<file path="config.mk">
export PLATFORM = sky130hd
export DESIGN_NAME = hci_three_wire_slip_deframer_flat
export DESIGN_NICKNAME = d
export VERILOG_FILES = /design/src/design/h3w_pkg.sv /design/src/design/h3w_in_if.sv /design/src/design/h3w_out_if.sv /design/src/design/hci_three_wire_slip_deframer.sv /design/src/design/h3w_front.sv /design/src/design/h3w_fifo.sv /design/src/design/h3w_back.sv /design/src/flat_wrapper.sv
export SDC_FILE = /design/constraint.sdc
export NUM_CORES = 1
export LEC_CHECK = 0
export BUFFER_PORTS_ARGS = -buffer_cell sky130_fd_sc_hd__buf_2
export CAP_MARGIN = 20
export CORE_AREA = 2 2 187 189
export CTS_BUF_LIST = sky130_fd_sc_hd__clkbuf_2
export CTS_CLUSTER_DIAMETER = 30
export DETAILED_ROUTE_END_ITERATION = 7
export DIE_AREA = 0 0 189 191
export GPL_TIMING_DRIVEN = 0
export HOLD_SLACK_MARGIN = 0.12
export PLACE_DENSITY = 0.56
export SLEW_MARGIN = 20
export SYNTH_ARGS = -nofsm -noshare
export SYNTH_HDL_FRONTEND = slang
export SYNTH_SLANG_ARGS = --single-unit
</file>
<file path="constraint.sdc">
create_clock -name clk -period 10.68 [get_ports clk]
set_input_delay 0 -clock clk [delete_from_list [all_inputs] [get_ports clk]]
set_output_delay 0 -clock clk [all_outputs]
set_load 0.005 [all_outputs]
</file>
<file path="src/design/h3w_pkg.sv">
// ----------------------------------------------------------------------------
// h3w_pkg
// Shared constants, types and header helpers of the three-wire SLIP deframer.
// ----------------------------------------------------------------------------
package h3w_pkg;

	localparam logic [7:0] SLIP_DELIM    = 8'hC0;
	localparam logic [7:0] ESC_CODE      = 8'hDB;
	localparam logic [7:0] ESC_FOR_DELIM = 8'hDC;
	localparam logic [7:0] ESC_FOR_ESC   = 8'hDD;
	localparam logic [7:0] HDR_SUM_OK    = 8'hFF;
	localparam logic [3:0] PKT_LINK      = 4'hF;

	localparam int FIFO_DEPTH = 4;
	localparam int FIFO_AW    = $clog2(FIFO_DEPTH);

	localparam int CNT_W = 13;
	localparam int LEN_W = 12;

	localparam logic [1:0] EV_NONE = 2'd0;
	localparam logic [1:0] EV_DONE = 2'd1;
	localparam logic [1:0] EV_CSUM = 2'd2;
	localparam logic [1:0] EV_SLIP = 2'd3;

	localparam int LINK_NUM = 7;
	localparam logic [7:0] LINK_SECOND [LINK_NUM] =
		'{8'h7E, 8'h7D, 8'hFC, 8'h7B, 8'hFA, 8'hF9, 8'h78};

	typedef struct packed {
		logic [7:0] in_byte;
		logic       is_delim;
		logic       is_esc;
		logic       is_esc_end;
		logic       is_esc_esc;
	} cls_t;

	typedef struct packed {
		logic             data_valid;
		logic [7:0]       data_byte;
		logic [1:0]       event_res;
		logic [3:0]       packet_type;
		logic [2:0]       seq_number;
		logic [2:0]       ack_number;
		logic             reliable_flag;
		logic             crc_present;
		logic [LEN_W-1:0] payload_length;
		logic [2:0]       link_message;
	} res_t;

	function automatic logic [LEN_W-1:0] hdr_length(input logic [31:0] hdr);
		return {hdr[23:16], hdr[15:12]};
	endfunction

	function automatic res_t put_header(input res_t r, input logic [31:0] hdr);
		res_t o;
		o                = r;
		o.packet_type    = hdr[11:8];
		o.seq_number     = hdr[2:0];
		o.ack_number     = hdr[5:3];
		o.reliable_flag  = hdr[7];
		o.crc_present    = hdr[6];
		o.payload_length = hdr_length(hdr);
		return o;
	endfunction

	function automatic logic [2:0] link_code(input logic [15:0] pfx,
	                                         input logic [31:0] hdr);
		logic [2:0] code;
		code = 3'd0;
		if (hdr[11:8] == PKT_LINK && hdr_length(hdr) >= LEN_W'(2)) begin
			for (int i = 0; i < LINK_NUM; i++) begin
				if (pfx[7:0] == 8'(i + 1) && pfx[15:8] == LINK_SECOND[i])
					code = 3'(i + 1);
			end
		end
		return code;
	endfunction

endpackage

</file>
<file path="src/design/h3w_in_if.sv">
// ----------------------------------------------------------------------------
// h3w_in_if
// Raw UART byte channel.
// ----------------------------------------------------------------------------
interface h3w_in_if;
	logic       valid;
	logic       ready;
	logic [7:0] in_byte;

	modport source (output valid, output in_byte, input ready);
	modport sink (input valid, input in_byte, output ready);
endinterface

</file>
<file path="src/design/h3w_out_if.sv">
// ----------------------------------------------------------------------------
// h3w_out_if
// Deframed result channel.
// ----------------------------------------------------------------------------
interface h3w_out_if;
	logic        valid;
	logic        ready;
	logic        data_valid;
	logic [7:0]  data_byte;
	logic [1:0]  event_res;
	logic [3:0]  packet_type;
	logic [2:0]  seq_number;
	logic [2:0]  ack_number;
	logic        reliable_flag;
	logic        crc_present;
	logic [11:0] payload_length;
	logic [2:0]  link_message;

	modport source (output valid, output data_valid, output data_byte, output event_res,
		output packet_type, output seq_number, output ack_number, output reliable_flag,
		output crc_present, output payload_length, output link_message, input ready);
	modport sink (input valid, input data_valid, input data_byte, input event_res,
		input packet_type, input seq_number, input ack_number, input reliable_flag,
		input crc_present, input payload_length, input link_message, output ready);
endinterface

</file>
<file path="src/design/hci_three_wire_slip_deframer.sv">
// ----------------------------------------------------------------------------
// hci_three_wire_slip_deframer
// Three-wire HCI SLIP deframer: raw UART bytes in, decoded payload bytes and
// frame events out.
//
//   channel   | dir | payload
//   ----------+-----+---------------------------------------------------------
//   uart      | in  | in_byte
//   deframed  | out | data_valid, data_byte, event_res, header fields,
//             |     | link_message
//
// One byte per cycle sustained while results are taken; the frame state
// machine takes a byte whenever its result register is free or being read.
// A byte passes the front register, the queue and the result register. Reset
// clears all control state at once; no clearing pass. A stalled result holds
// and the four-entry queue keeps the input side taking bytes until it fills.
// ----------------------------------------------------------------------------
module hci_three_wire_slip_deframer (
	input  logic      clk,
	input  logic      arst_n,
	h3w_in_if.sink    uart,
	h3w_out_if.source deframed
);
	import h3w_pkg::*;

	logic cls_valid, cls_ready, q_valid, q_ready, res_valid;
	cls_t cls, q_item;
	res_t res;

	h3w_front u_front (
		.clk       (clk),
		.arst_n    (arst_n),
		.in_valid  (uart.valid),
		.in_byte   (uart.in_byte),
		.in_ready  (uart.ready),
		.cls_valid (cls_valid),
		.cls       (cls),
		.cls_ready (cls_ready)
	);

	h3w_fifo u_fifo (
		.clk        (clk),
		.arst_n     (arst_n),
		.push_valid (cls_valid),
		.push_data  (cls),
		.push_ready (cls_ready),
		.pop_valid  (q_valid),
		.pop_data   (q_item),
		.pop_ready  (q_ready)
	);

	h3w_back u_back (
		.clk        (clk),
		.arst_n     (arst_n),
		.item_valid (q_valid),
		.item       (q_item),
		.item_ready (q_ready),
		.res_valid  (res_valid),
		.res        (res),
		.res_ready  (deframed.ready)
	);

	assign deframed.valid          = res_valid;
	assign deframed.data_valid     = res.data_valid;
	assign deframed.data_byte      = res.data_byte;
	assign deframed.event_res      = res.event_res;
	assign deframed.packet_type    = res.packet_type;
	assign deframed.seq_number     = res.seq_number;
	assign deframed.ack_number     = res.ack_number;
	assign deframed.reliable_flag  = res.reliable_flag;
	assign deframed.crc_present    = res.crc_present;
	assign deframed.payload_length = res.payload_length;
	assign deframed.link_message   = res.link_message;

endmodule

</file>
<file path="src/design/h3w_front.sv">
// ----------------------------------------------------------------------------
// h3w_front
// Accept raw bytes and tag SLIP delimiter and escape codes.
// ----------------------------------------------------------------------------
module h3w_front (
	input  logic          clk,
	input  logic          arst_n,
	input  logic          in_valid,
	input  logic [7:0]    in_byte,
	output logic          in_ready,
	output logic          cls_valid,
	output h3w_pkg::cls_t cls,
	input  logic          cls_ready
);
	import h3w_pkg::*;

	logic valid_s1;
	cls_t cls_s1;

	assign in_ready  = !valid_s1 || cls_ready;
	assign cls_valid = valid_s1;
	assign cls       = cls_s1;

	always_ff @(posedge clk or negedge arst_n) begin
		if (!arst_n) begin
			valid_s1 <= 1'b0;
		end else if (in_ready) begin
			valid_s1 <= in_valid;
		end
	end

	always_ff @(posedge clk) begin
		if (in_ready && in_valid) begin
			cls_s1.in_byte    <= in_byte;
			cls_s1.is_delim   <= (in_byte == SLIP_DELIM);
			cls_s1.is_esc     <= (in_byte == ESC_CODE);
			cls_s1.is_esc_end <= (in_byte == ESC_FOR_DELIM);
			cls_s1.is_esc_esc <= (in_byte == ESC_FOR_ESC);
		end
	end

endmodule

</file>
<file path="src/design/h3w_fifo.sv">
// ----------------------------------------------------------------------------
// h3w_fifo
// Short queue of tagged bytes between front and back.
// ----------------------------------------------------------------------------
module h3w_fifo (
	input  logic          clk,
	input  logic          arst_n,
	input  logic          push_valid,
	input  h3w_pkg::cls_t push_data,
	output logic          push_ready,
	output logic          pop_valid,
	output h3w_pkg::cls_t pop_data,
	input  logic          pop_ready
);
	import h3w_pkg::*;

	cls_t               mem_q [FIFO_DEPTH];
	logic [FIFO_AW-1:0] wr_q;
	logic [FIFO_AW-1:0] rd_q;
	logic [FIFO_AW:0]   cnt_q;
	logic               push;
	logic               pop;

	assign push_ready = (cnt_q != (FIFO_AW+1)'(FIFO_DEPTH));
	assign pop_valid  = (cnt_q != '0);
	assign pop_data   = mem_q[rd_q];
	assign push       = push_valid && push_ready;
	assign pop        = pop_valid && pop_ready;

	always_ff @(posedge clk or negedge arst_n) begin
		if (!arst_n) begin
			wr_q  <= '0;
			rd_q  <= '0;
			cnt_q <= '0;
		end else begin
			if (push)
				wr_q <= wr_q + 1'b1;
			if (pop)
				rd_q <= rd_q + 1'b1;
			if (push && !pop)
				cnt_q <= cnt_q + 1'b1;
			else if (pop && !push)
				cnt_q <= cnt_q - 1'b1;
		end
	end

	always_ff @(posedge clk) begin
		if (push)
			mem_q[wr_q] <= push_data;
	end

endmodule

</file>
<file path="src/design/h3w_back.sv">
// ----------------------------------------------------------------------------
// h3w_back
// Frame state machine: unescape, header check, payload and frame events.
// ----------------------------------------------------------------------------
module h3w_back (
	input  logic          clk,
	input  logic          arst_n,
	input  logic          item_valid,
	input  h3w_pkg::cls_t item,
	output logic          item_ready,
	output logic          res_valid,
	output h3w_pkg::res_t res,
	input  logic          res_ready
);
	import h3w_pkg::*;

	localparam logic [2:0] PH_HUNT    = 3'd0;
	localparam logic [2:0] PH_SKIP    = 3'd1;
	localparam logic [2:0] PH_HEADER  = 3'd2;
	localparam logic [2:0] PH_PAYLOAD = 3'd3;
	localparam logic [2:0] PH_CRC     = 3'd4;

	localparam logic [CNT_W-1:0] CNT_MAX = CNT_W'((1 << LEN_W) - 1 + 6);

	logic [2:0]       phase_q, ph_n, cur_ph;
	logic             esc_q, esc_n, esc_b;
	logic [CNT_W-1:0] cnt_q, cnt_n, cnt_b, cnt_inc;
	logic [31:0]      hdr_q, hdr_n, hdr_b, hdr_acc;
	logic [15:0]      pfx_q, pfx_n, pfx_b;
	logic [LEN_W-1:0] len_acc, len_b;
	logic [7:0]       d, csum;
	logic             bad, start, framed, emit, finish, fire;
	res_t             r;
	res_t             res_q;
	logic             res_valid_q;

	assign item_ready = !res_valid_q || res_ready;
	assign fire       = item_valid && item_ready;
	assign res_valid  = res_valid_q;
	assign res        = res_q;

	always_comb begin
		ph_n    = phase_q;
		esc_n   = esc_q;
		cnt_n   = cnt_q;
		hdr_n   = hdr_q;
		pfx_n   = pfx_q;
		emit    = 1'b0;
		finish  = 1'b0;
		r       = '0;
		start   = (phase_q == PH_SKIP) && !item.is_delim;
		framed  = start || (phase_q inside {PH_HEADER, PH_PAYLOAD, PH_CRC});
		cur_ph  = start ? PH_HEADER : phase_q;
		esc_b   = start ? 1'b0 : esc_q;
		cnt_b   = start ? '0 : cnt_q;
		hdr_b   = start ? '0 : hdr_q;
		pfx_b   = start ? '0 : pfx_q;
		cnt_inc = cnt_b + 1'b1;
		d       = item.in_byte;
		bad     = item.is_delim;
		if (esc_b) begin
			d   = item.is_esc_end ? SLIP_DELIM : ESC_CODE;
			bad = bad || !(item.is_esc_end || item.is_esc_esc);
		end
		hdr_acc = hdr_b | ({24'd0, d} << {cnt_b[1:0], 3'b000});
		len_acc = hdr_length(hdr_acc);
		len_b   = hdr_length(hdr_b);
		csum    = hdr_acc[7:0] + hdr_acc[15:8] + hdr_acc[23:16] + hdr_acc[31:24];

		if (!framed) begin
			if (phase_q != PH_SKIP)
				ph_n = item.is_delim ? PH_SKIP : PH_HUNT;
		end else begin
			ph_n  = cur_ph;
			esc_n = esc_b;
			cnt_n = cnt_b;
			hdr_n = hdr_b;
			pfx_n = pfx_b;
			if (!esc_b && item.is_esc) begin
				esc_n = 1'b1;
			end else if (bad) begin
				ph_n        = PH_HUNT;
				esc_n       = 1'b0;
				emit        = 1'b1;
				r.event_res = EV_SLIP;
			end else begin
				esc_n = 1'b0;
				cnt_n = cnt_inc;
				case (cur_ph)
					PH_HEADER: begin
						hdr_n = hdr_acc;
						if (cnt_inc == CNT_W'(4)) begin
							if (csum != HDR_SUM_OK) begin
								emit        = 1'b1;
								r           = put_header(r, hdr_acc);
								r.event_res = EV_CSUM;
								ph_n        = PH_HUNT;
							end else if (len_acc != '0) begin
								ph_n = PH_PAYLOAD;
							end else if (hdr_acc[6]) begin
								ph_n = PH_CRC;
							end else begin
								finish = 1'b1;
							end
						end
					end
					PH_PAYLOAD: begin
						if (cnt_b == CNT_W'(4))
							pfx_n[7:0] = d;
						else if (cnt_b == CNT_W'(5))
							pfx_n[15:8] = d;
						emit         = 1'b1;
						r.data_valid = 1'b1;
						r.data_byte  = d;
						if (cnt_inc >= CNT_W'(len_b) + CNT_W'(4)) begin
							if (hdr_b[6])
								ph_n = PH_CRC;
							else
								finish = 1'b1;
						end
					end
					default: begin
						if (cnt_inc >= CNT_W'(len_b) + CNT_W'(6))
							finish = 1'b1;
					end
				endcase
				if (finish) begin
					emit           = 1'b1;
					r              = put_header(r, hdr_n);
					r.event_res    = EV_DONE;
					r.link_message = link_code(pfx_n, hdr_n);
					ph_n           = PH_HUNT;
					esc_n          = 1'b0;
				end
			end
		end
	end

	always_ff @(posedge clk or negedge arst_n) begin
		if (!arst_n) begin
			phase_q     <= PH_HUNT;
			esc_q       <= 1'b0;
			cnt_q       <= '0;
			hdr_q       <= '0;
			pfx_q       <= '0;
			res_valid_q <= 1'b0;
		end else begin
			if (fire) begin
				phase_q <= ph_n;
				esc_q   <= esc_n;
				cnt_q   <= cnt_n;
				hdr_q   <= hdr_n;
				pfx_q   <= pfx_n;
			end
			if (fire && emit)
				res_valid_q <= 1'b1;
			else if (res_ready)
				res_valid_q <= 1'b0;
		end
	end

	always_ff @(posedge clk) begin
		if (fire && emit)
			res_q <= r;
	end

`ifndef SYNTH
	a_data_event: assert property (@(posedge clk) disable iff (!arst_n)
		res_valid_q && res_q.data_valid |->
			res_q.event_res == EV_NONE || res_q.event_res == EV_DONE)
		else $error("payload byte carries an error event");

	a_link_done: assert property (@(posedge clk) disable iff (!arst_n)
		res_valid_q && res_q.link_message != 3'd0 |->
			res_q.event_res == EV_DONE && res_q.packet_type == PKT_LINK)
		else $error("link message outside a completed link-control frame");

	a_slip_hunt: assert property (@(posedge clk) disable iff (!arst_n)
		fire && emit && r.event_res == EV_SLIP |=> phase_q == PH_HUNT && !esc_q)
		else $error("slip error did not return to hunting");

	a_cnt_bound: assert property (@(posedge clk) disable iff (!arst_n)
		cnt_q <= CNT_MAX)
		else $error("decoded count past frame end");

	a_hold_stall: assert property (@(posedge clk) disable iff (!arst_n)
		res_valid_q && !res_ready |=> res_valid_q && $stable(res_q))
		else $error("stalled result changed");
`endif

endmodule

</file>
<file path="src/flat_wrapper.sv">
// flat-port wrapper written by rule: the top's interface ports become plain ports
module hci_three_wire_slip_deframer_flat import h3w_pkg::*;
  (clk, arst_n, uart_valid, uart_in_byte, uart_ready, deframed_valid, deframed_data_valid, deframed_data_byte, deframed_event_res, deframed_packet_type, deframed_seq_number, deframed_ack_number, deframed_reliable_flag, deframed_crc_present, deframed_payload_length, deframed_link_message, deframed_ready);
  h3w_in_if uart_i ();
  h3w_out_if deframed_i ();
  input  logic clk;
  input  logic arst_n;
  input wire logic [$bits(uart_i.valid)-1:0] uart_valid;
  input wire logic [$bits(uart_i.in_byte)-1:0] uart_in_byte;
  output wire logic [$bits(uart_i.ready)-1:0] uart_ready;
  output wire logic [$bits(deframed_i.valid)-1:0] deframed_valid;
  output wire logic [$bits(deframed_i.data_valid)-1:0] deframed_data_valid;
  output wire logic [$bits(deframed_i.data_byte)-1:0] deframed_data_byte;
  output wire logic [$bits(deframed_i.event_res)-1:0] deframed_event_res;
  output wire logic [$bits(deframed_i.packet_type)-1:0] deframed_packet_type;
  output wire logic [$bits(deframed_i.seq_number)-1:0] deframed_seq_number;
  output wire logic [$bits(deframed_i.ack_number)-1:0] deframed_ack_number;
  output wire logic [$bits(deframed_i.reliable_flag)-1:0] deframed_reliable_flag;
  output wire logic [$bits(deframed_i.crc_present)-1:0] deframed_crc_present;
  output wire logic [$bits(deframed_i.payload_length)-1:0] deframed_payload_length;
  output wire logic [$bits(deframed_i.link_message)-1:0] deframed_link_message;
  input wire logic [$bits(deframed_i.ready)-1:0] deframed_ready;
  assign uart_i.valid = uart_valid;
  assign uart_i.in_byte = uart_in_byte;
  assign uart_ready = uart_i.ready;
  assign deframed_valid = deframed_i.valid;
  assign deframed_data_valid = deframed_i.data_valid;
  assign deframed_data_byte = deframed_i.data_byte;
  assign deframed_event_res = deframed_i.event_res;
  assign deframed_packet_type = deframed_i.packet_type;
  assign deframed_seq_number = deframed_i.seq_number;
  assign deframed_ack_number = deframed_i.ack_number;
  assign deframed_reliable_flag = deframed_i.reliable_flag;
  assign deframed_crc_present = deframed_i.crc_present;
  assign deframed_payload_length = deframed_i.payload_length;
  assign deframed_link_message = deframed_i.link_message;
  assign deframed_i.ready = deframed_ready;
  hci_three_wire_slip_deframer u_core (.clk(clk), .arst_n(arst_n), .uart(uart_i), .deframed(deframed_i));
endmodule
</file>
# Word-level counts from Yosys, hierarchy flattened
# Memories as Yosys holds them, arrays and structs flattened.
# Cells that the tools add are included.
[classes] shifts=1 n_addsub=10 n_bitwise=2 muxes=77 n_reduce_logical=38 n_eq_ne=31 order_cmp=3
[ops] op="$mux 32" count=7
[ops] op="$mux 29" count=4
[ops] op="$mux 16" count=7
[ops] op="$mux 3" count=21
[ops] op="$eq 8x8->1 const B" count=7
[ops] op="$eq 13x3->1 const B" count=3
[ops] op="$mux 13" count=3
[ops] op="$eq 8x3->1 const B" count=4
[ops] op="$eq 8x7->1 const B" count=4
[ops] op="$mux 8" count=4
[ops] op="$or 32x32->32" count=1
[ops] op="$shl 8x5->32" count=1
[ops] op="$add 12x3->13 const B" count=2
[ops] op="$ge 13x13->1" count=2
[ops] op="$mux 1" count=25
[ops] op="$add 8x8->8" count=3
[ops] op="$pmux 9 s2" count=1
[ops] op="$eq 8x2->1 const B" count=2
[ops] op="$logic_and 1x1->1" count=16
[ops] op="$add 13x1->13 const B" count=1
[ops] op="$eq 3x2->1 const B" count=4
[ops] op="$ge 12x2->1 const B" count=1
[ops] op="$reduce_bool 12->1" count=1
[ops] op="$eq 8x1->1 const B" count=1
[ops] op="21 further kinds" count=37
[word_totals] inputBits=12 mem_count=1 output_inout_bits=40 elab_cells=188 ramBits=48 ff_bits=124
[memory_table] name="u_core.u_fifo.mem_q" depth=4 width=12 read_ports=1 rd_ports_with_merged_regs=0 wr=1 line="h3w_fifo.sv:17" text="cls_t mem_q [FIFO_DEPTH];"

# Depth between registers and ports, before layout
# An unclocked memory read counts as a cell.
[logic_depth] word_depth=23 mapped_depth=28 mapped_depth_nobuf=22

# Hierarchy
# From an unflattened synthesis, not the netlist that was laid out.
[hier_totals] hier_cells=978 area_unflattened_um2=10102.2
[modules_own_cells] mod="h3w_back" seq_area_each_um2=2792.7 area_each_um2=7464.7 cells_per_inst=855 instances=1
[modules_own_cells] mod="h3w_fifo" seq_area_each_um2=1616.6 area_each_um2=2169.6 cells_per_inst=98 instances=1
[modules_own_cells] mod="h3w_front" seq_area_each_um2=385.4 area_each_um2=467.9 cells_per_inst=25 instances=1

# Worst setup path before layout
# Ideal clock, no wire load.
[synth_path] path_type="register to register" from="register u_core.u_fifo.rd_q[0]" to="register u_core.u_back.res_q (netlist bit u_core.u_back.res[0]), enable pin" arrival_time_ns=7.603 setup_slack_ns=2.619 synth_period_minus_slack_ns=8.061 t_required_ns=10.223 setup_time_ns=0.457 n_path_buf=4 stages_incl_launch_ff=24 path_cell_list="dfrtp_1 buf_6 mux4_2 buf_2 o21ai_1 clkbuf_1 a21oi_1 clkbuf_1 or3_1 a31oi_1 a21oi_1 ha_1 fa_1 ha_1 inv_1 fa_1 nor2b_1 o21a_1 o21ai_0 a211oi_1 xor2_1 mux2i_1 a221oi_1 a31oi_1"
[synth_between] elab_chain_len=22 word_cells_on_any_way=50 classes_between="add/sub: 6; order compare: 2; eq/ne: 4; shift: 1; mux: 25; bitwise: 1; reduce/logical: 10; memory: 1"
[synth_lines] item="start, declared" line="h3w_fifo.sv:19" text="logic [FIFO_AW-1:0] rd_q;"
[synth_lines] item="start signal, assigned" line="h3w_fifo.sv:39" text="rd_q <= rd_q + 1'b1;"
[synth_lines] item="$mem_v2 4x12 (*)"
[synth_lines] item="$logic_not 1->1" line="h3w_back.sv:51" text="start = (phase_q == PH_SKIP) && !item.is_delim;"
[synth_lines] item="$logic_and 1x1->1" line="h3w_back.sv:51"
[synth_lines] item="$mux 1" line="h3w_back.sv:54" text="esc_b = start ? 1'b0 : esc_q;"
[synth_lines] item="$mux 8" line="h3w_back.sv:61" text="if (esc_b) begin"
[synth_lines] item="$shl 8x5->32" line="h3w_back.sv:65" text="hdr_acc = hdr_b | ({24'd0, d} << {cnt_b[1:0], 3'b000});"
[synth_lines] item="$or 32x32->32" line="h3w_back.sv:65"
[synth_lines] item="$add 8x8->8 (3 in series)" line="h3w_back.sv:68" text="csum = hdr_acc[7:0] + hdr_acc[15:8] + hdr_acc[23:16] + hdr_acc[31:24];"
[synth_lines] item="(+4 left out)"
[synth_lines] item="$mux 1" line="h3w_back.sv:81" text="end else if (bad) begin"
[synth_lines] item="$mux 1" line="h3w_back.sv:79" text="if (!esc_b && item.is_esc) begin"
[synth_lines] item="$mux 1" line="h3w_back.sv:70" text="if (!framed) begin"
[synth_lines] item="$mux 1" line="h3w_back.sv:127" text="if (finish) begin"
[synth_lines] item="$mux 1" line="h3w_back.sv:81"
[synth_lines] item="$mux 1" line="h3w_back.sv:79"
[synth_lines] item="$mux 1 (*)" line="h3w_back.sv:70"
[synth_lines] item="$logic_and 1x1->1 (*)" line="h3w_back.sv:163" text="if (fire && emit)"
[synth_lines] item="end signal, assigned" line="h3w_back.sv:164" text="res_q <= r;"
[synth_lines] item="end, declared" line="h3w_back.sv:34" text="res_t res_q;"
# Every way passes the cells marked *; elsewhere a longest branch is shown, timed or not. The select of a mux whose other input is x is not followed.
# A chain may end at the register's enable or synchronous reset.

# Final worst setup path
[layout_path] from="register u_core.u_back.phase_q[1]" to="register u_core.u_back.res_q (netlist bit u_core.u_back.res[4]), enable pin"
[layout_between] elab_chain_len=21 word_cells_on_any_way=49 classes_between="add/sub: 6; order compare: 2; eq/ne: 8; shift: 1; mux: 24; bitwise: 1; reduce/logical: 7"
[layout_lines] item="start, declared" line="h3w_back.sv:25" text="logic [2:0] phase_q, ph_n, cur_ph;"
[layout_lines] item="start signal, assigned" line="h3w_back.sv:149" text="phase_q <= ph_n;"
[layout_lines] item="$eq 3x1->1" line="h3w_back.sv:51"
[layout_lines] item="$logic_and 1x1->1" line="h3w_back.sv:51"
[layout_lines] item="$mux 1" line="h3w_back.sv:54"
[layout_lines] item="$mux 8" line="h3w_back.sv:61"
[layout_lines] item="$shl 8x5->32" line="h3w_back.sv:65"
[layout_lines] item="$or 32x32->32" line="h3w_back.sv:65"
[layout_lines] item="$add 8x8->8 (3 in series)" line="h3w_back.sv:68"
[layout_lines] item="$ne 8x8->1" line="h3w_back.sv:93" text="if (csum != HDR_SUM_OK) begin"
[layout_lines] item="(+3 left out)"
[layout_lines] item="$mux 1" line="h3w_back.sv:81"
[layout_lines] item="$mux 1" line="h3w_back.sv:79"
[layout_lines] item="$mux 1" line="h3w_back.sv:70"
[layout_lines] item="$mux 1" line="h3w_back.sv:127"
[layout_lines] item="$mux 1" line="h3w_back.sv:81"
[layout_lines] item="$mux 1" line="h3w_back.sv:79"
[layout_lines] item="$mux 1 (*)" line="h3w_back.sv:70"
[layout_lines] item="$logic_and 1x1->1 (*)" line="h3w_back.sv:163"
# Marked as above.

==> impl_metrics.env <==
export IMPL_outcome="completed"
export IMPL_htreeDepth=4
export IMPL_gp_congestion=0.904
export IMPL_grt_usage_pct=16.5
export IMPL_crit_end="u_core.u_back.res[4]"
export IMPL_hpwlAfterDp_um=21400
export IMPL_yosysWarnings=0
export IMPL_overflow=0
export IMPL_die_area_sq_mm=0.0361
export IMPL_cp_start_kind="register"
export IMPL_critPathArrivalTime_ns=9.53
export IMPL_drive_gt1_share_pct=10.7
export IMPL_via_per_inst=5.25
export IMPL_reg2regPathDepth=26
export IMPL_syn_area_per_cell_sq_um=9.87
export IMPL_r2r_end="u_core.u_back.res[4]"
export IMPL_synth_edf_count=98
export IMPL_syn_num_nets=1094
export IMPL_wl_per_cell_um=18.5
export IMPL_vias=8347
export IMPL_grt_pass1_wl_um=45700
export IMPL_clk_path_buf_depth=2
export IMPL_critPathKind="register to register"
export IMPL_startpoint="u_core.u_back.phase_q[1]"
export IMPL_peakVddDrop_v=0.000110
export IMPL_skew_ns=0.0511
export IMPL_initial_core_util_pct=29.6
export IMPL_crit_required_ns=11.23
export IMPL_place_area_sq_mm=0.0110
export IMPL_fmax_mhz=111
export IMPL_ys_ff_latch=172
export IMPL_drt_iter0_drc=803
export IMPL_cp_max_fo=22
export IMPL_nets=1192
export IMPL_syn_area_sq_mm=0.0101
export IMPL_maxCapViolCount=0
export IMPL_die_h_um=191
export IMPL_clkSinkCount=172
export IMPL_cts_root_buf="clkbuf_2"
export IMPL_grt_max_degree=50
export IMPL_rows=68
export IMPL_hold_slack_ns=0.178
export IMPL_remaining_drc_errors=0
export IMPL_cts_tree="done"
export IMPL_antenna_found_initial=1
export IMPL_slew_headroom_pct=20.6
export IMPL_ctsHoldBuffers=25
export IMPL_clock_latency_ns=0.80
export IMPL_io_buffers=51
export IMPL_instances_no_fill=1590
export IMPL_max_slew_worst_pin_slew_ns=1.19
export IMPL_synth_top_area_share_pct=29.1
export IMPL_cts_setup_buffers=0
export IMPL_fillers=3508
export IMPL_leakage_nw=4.49
export IMPL_grt_pass1_vias=8026
export IMPL_wirelength_um=29500
export IMPL_cp_end_kind="register"
export IMPL_cts_buffers=17
export IMPL_ioPinCount=52
export IMPL_ys_seq_area_share_pct=47.5
export IMPL_synthCells=1023
export IMPL_path_clk_slew_ns=0.27
export IMPL_asyncSetResetFlopFracSynth_pct=43.0
export IMPL_synth_cell_type_count=70
export IMPL_synth_ff_type="edfxtp_1"
export IMPL_drt_pass1_iterations=5
export IMPL_synth_top_area_cell="edfxtp_1"
export IMPL_r2r_start="u_core.u_back.phase_q[1]"
export IMPL_min_path_type="input pin to asynchronous set/reset pin"
export IMPL_ctsResizeCount=0
export IMPL_r2r_slack_ns=1.70
export IMPL_tns_ns=0
export IMPL_final_min_clock_period_ns=8.98
export IMPL_core_area_sq_mm=0.0341
export IMPL_synthToLayoutAreaGrowth_pct=14.0
export IMPL_setup_violations=0
export IMPL_cellPowerDensity_mw_per_mm2=290
export IMPL_ys_top_cells_by_area="edfxtp_1 (29%), dfrtp_1 (18%), ha_1 (5.8%), nand2_1 (5.2%), o21ai_0 (4.9%)"
export IMPL_total_power_mw=3.34
export IMPL_rsz0062_at_grt="false"
export IMPL_stdcell_area_sq_mm=0.0115
export IMPL_dp_cells=1531
export IMPL_slew_viol_final=0
export IMPL_hold_viol_final=0
export IMPL_die_width_um=189
export IMPL_fin_crit_sh_pct=84.1
export IMPL_drtAntennaViolNets=0
-- report_power, final --
group	total, mW	switching, mW	internal, mW
clock	0.350	0.241	0.109
combinational	1.99	1.33	0.655
sequential	1.00	0.0890	0.911
total	3.34	1.66	1.68
-- placed cells by master (no fill, tap or decap), drive strengths merged, types with 12 or more instances in the layout --
cell type    count
nand2          140
o21ai          105
nor2           100
edfxtp          98
dfrtp           74
buf             72
a21oi           59
clkbuf          58
ha              47
inv             38
dlygate4sd3     24
nand3           23
xnor2           22
xor2            20
a22oi           17
nor3            17
mux4            12
fa              12
-- Yosys cell counts, types with 10 or more instances --
master and n:
a21o_1 10, a21oi_1 59, a22oi_1 17, a31oi_1 10
and2_1 10, buf_1 10, clkbuf_1 40, dfrtp_1 74
edfxtp_1 98, fa_1 12, ha_1 47, inv_1 35
mux4_2 12, nand2_1 140, nand2b_1 11, nand3_1 23
nand4_1 10, nor2_1 99, nor3_1 17, o21ai_0 99
xnor2_1 22, xor2_1 20
-- through the flow --
step                      utilization (%)  worst slack [ns]
final                                33.7              1.70
after global routing                 33.7              1.17
after CTS                            33.7              1.94
after detailed placement             32.2              2.06
after global placement               32.0            -0.463
after floorplan                         -              2.62
-- worst min path at each step --
stage | to | slack, ns | depth (start not counted)
6_report | u_core.u_fifo.cnt_q[1] | 0.18 | 4
2_1_floorplan | u_core.u_back.cnt_q[0] | -0.30 | 0
4_1_cts | u_core.u_fifo.cnt_q[1] | 0.13 | 4
3_5_place_dp | u_core.u_fifo.cnt_q[2] | -0.04 | 1
5_1_grt | u_core.u_fifo.cnt_q[1] | 0.13 | 4
3_3_place_gp | u_core.u_front.cls[9] | 0.19 | 1
-- layout make-up --
cell class	count	area [sq um]	share of cell area [%]
Antenna cell	1	2.50	0.0217
Buffer	57	229	1.99
Clock buffer	18	90.1	0.783
Clock inverter	14	143	1.24
Inverter	35	131	1.14
Multi-Input combinational cell	759	4970	43.2
Sequential cell	172	4790	41.7
Tap cell	455	569	4.95
Timing Repair Buffer	79	581	5.04
-- flip-flops by register name, summed over array words and instances (netlist names), 2 cells and up --
register and count:
u_core.u_front.cls 12, u_core.u_fifo.cnt_q 3, u_core.u_fifo.wr_q 2, u_core.u_fifo.mem_q 48, u_core.u_back.cnt_q 13, u_core.u_fifo.rd_q 2, u_core.u_back.phase_q 3, u_core.u_back.hdr_q 32
u_core.u_back.pfx_q 16, u_core.u_back.res 38
-- critical path, cell delays in order (launching register included) --
cell	delay, ns
dfrtp_1	0.39
clkbuf_1	0.31
or3b_1	0.16
buf_2	0.24
or2_1	0.16
clkbuf_1	0.38
clkbuf_1	0.42
clkbuf_1	0.52
clkbuf_1	0.50
clkbuf_1	0.56
nand2_1	0.16
inv_1	0.24
ha_1	0.19
clkbuf_1	0.28
nand3_1	0.35
nor2_1	0.40
xnor2_1	0.11
nor2_1	0.27
ha_1	0.30
a21o_1	0.18
a21oi_1	0.17
o21ai_0	0.09
a211oi_1	0.61
o21ai_0	0.41
a221oi_1	0.59
a31oi_4	0.41
buf_16	0.30
-- routing by layer --
layer	part of all wire, %	GRT usage [%]
met3	7.5	4.24
met4	2.2	4.93
met2	47	27.0
met5	0	0.824
met1	44	21.5
-- cell families after synthesis --
family                     count (synthesis)  share of synthesized area (%)
adders and majority gates                 59                           8.20
buffers and inverters                     92                           3.57
DFF                                      172                           47.5
xor gates and xnor gates                  42                           3.64
AOI/OAI and AO/OA                        267                           16.4
and+or+nand+nor                          366                           16.7
muxes                                     25                           4.01
Note: power is estimated with default switching activity, not from simulation.
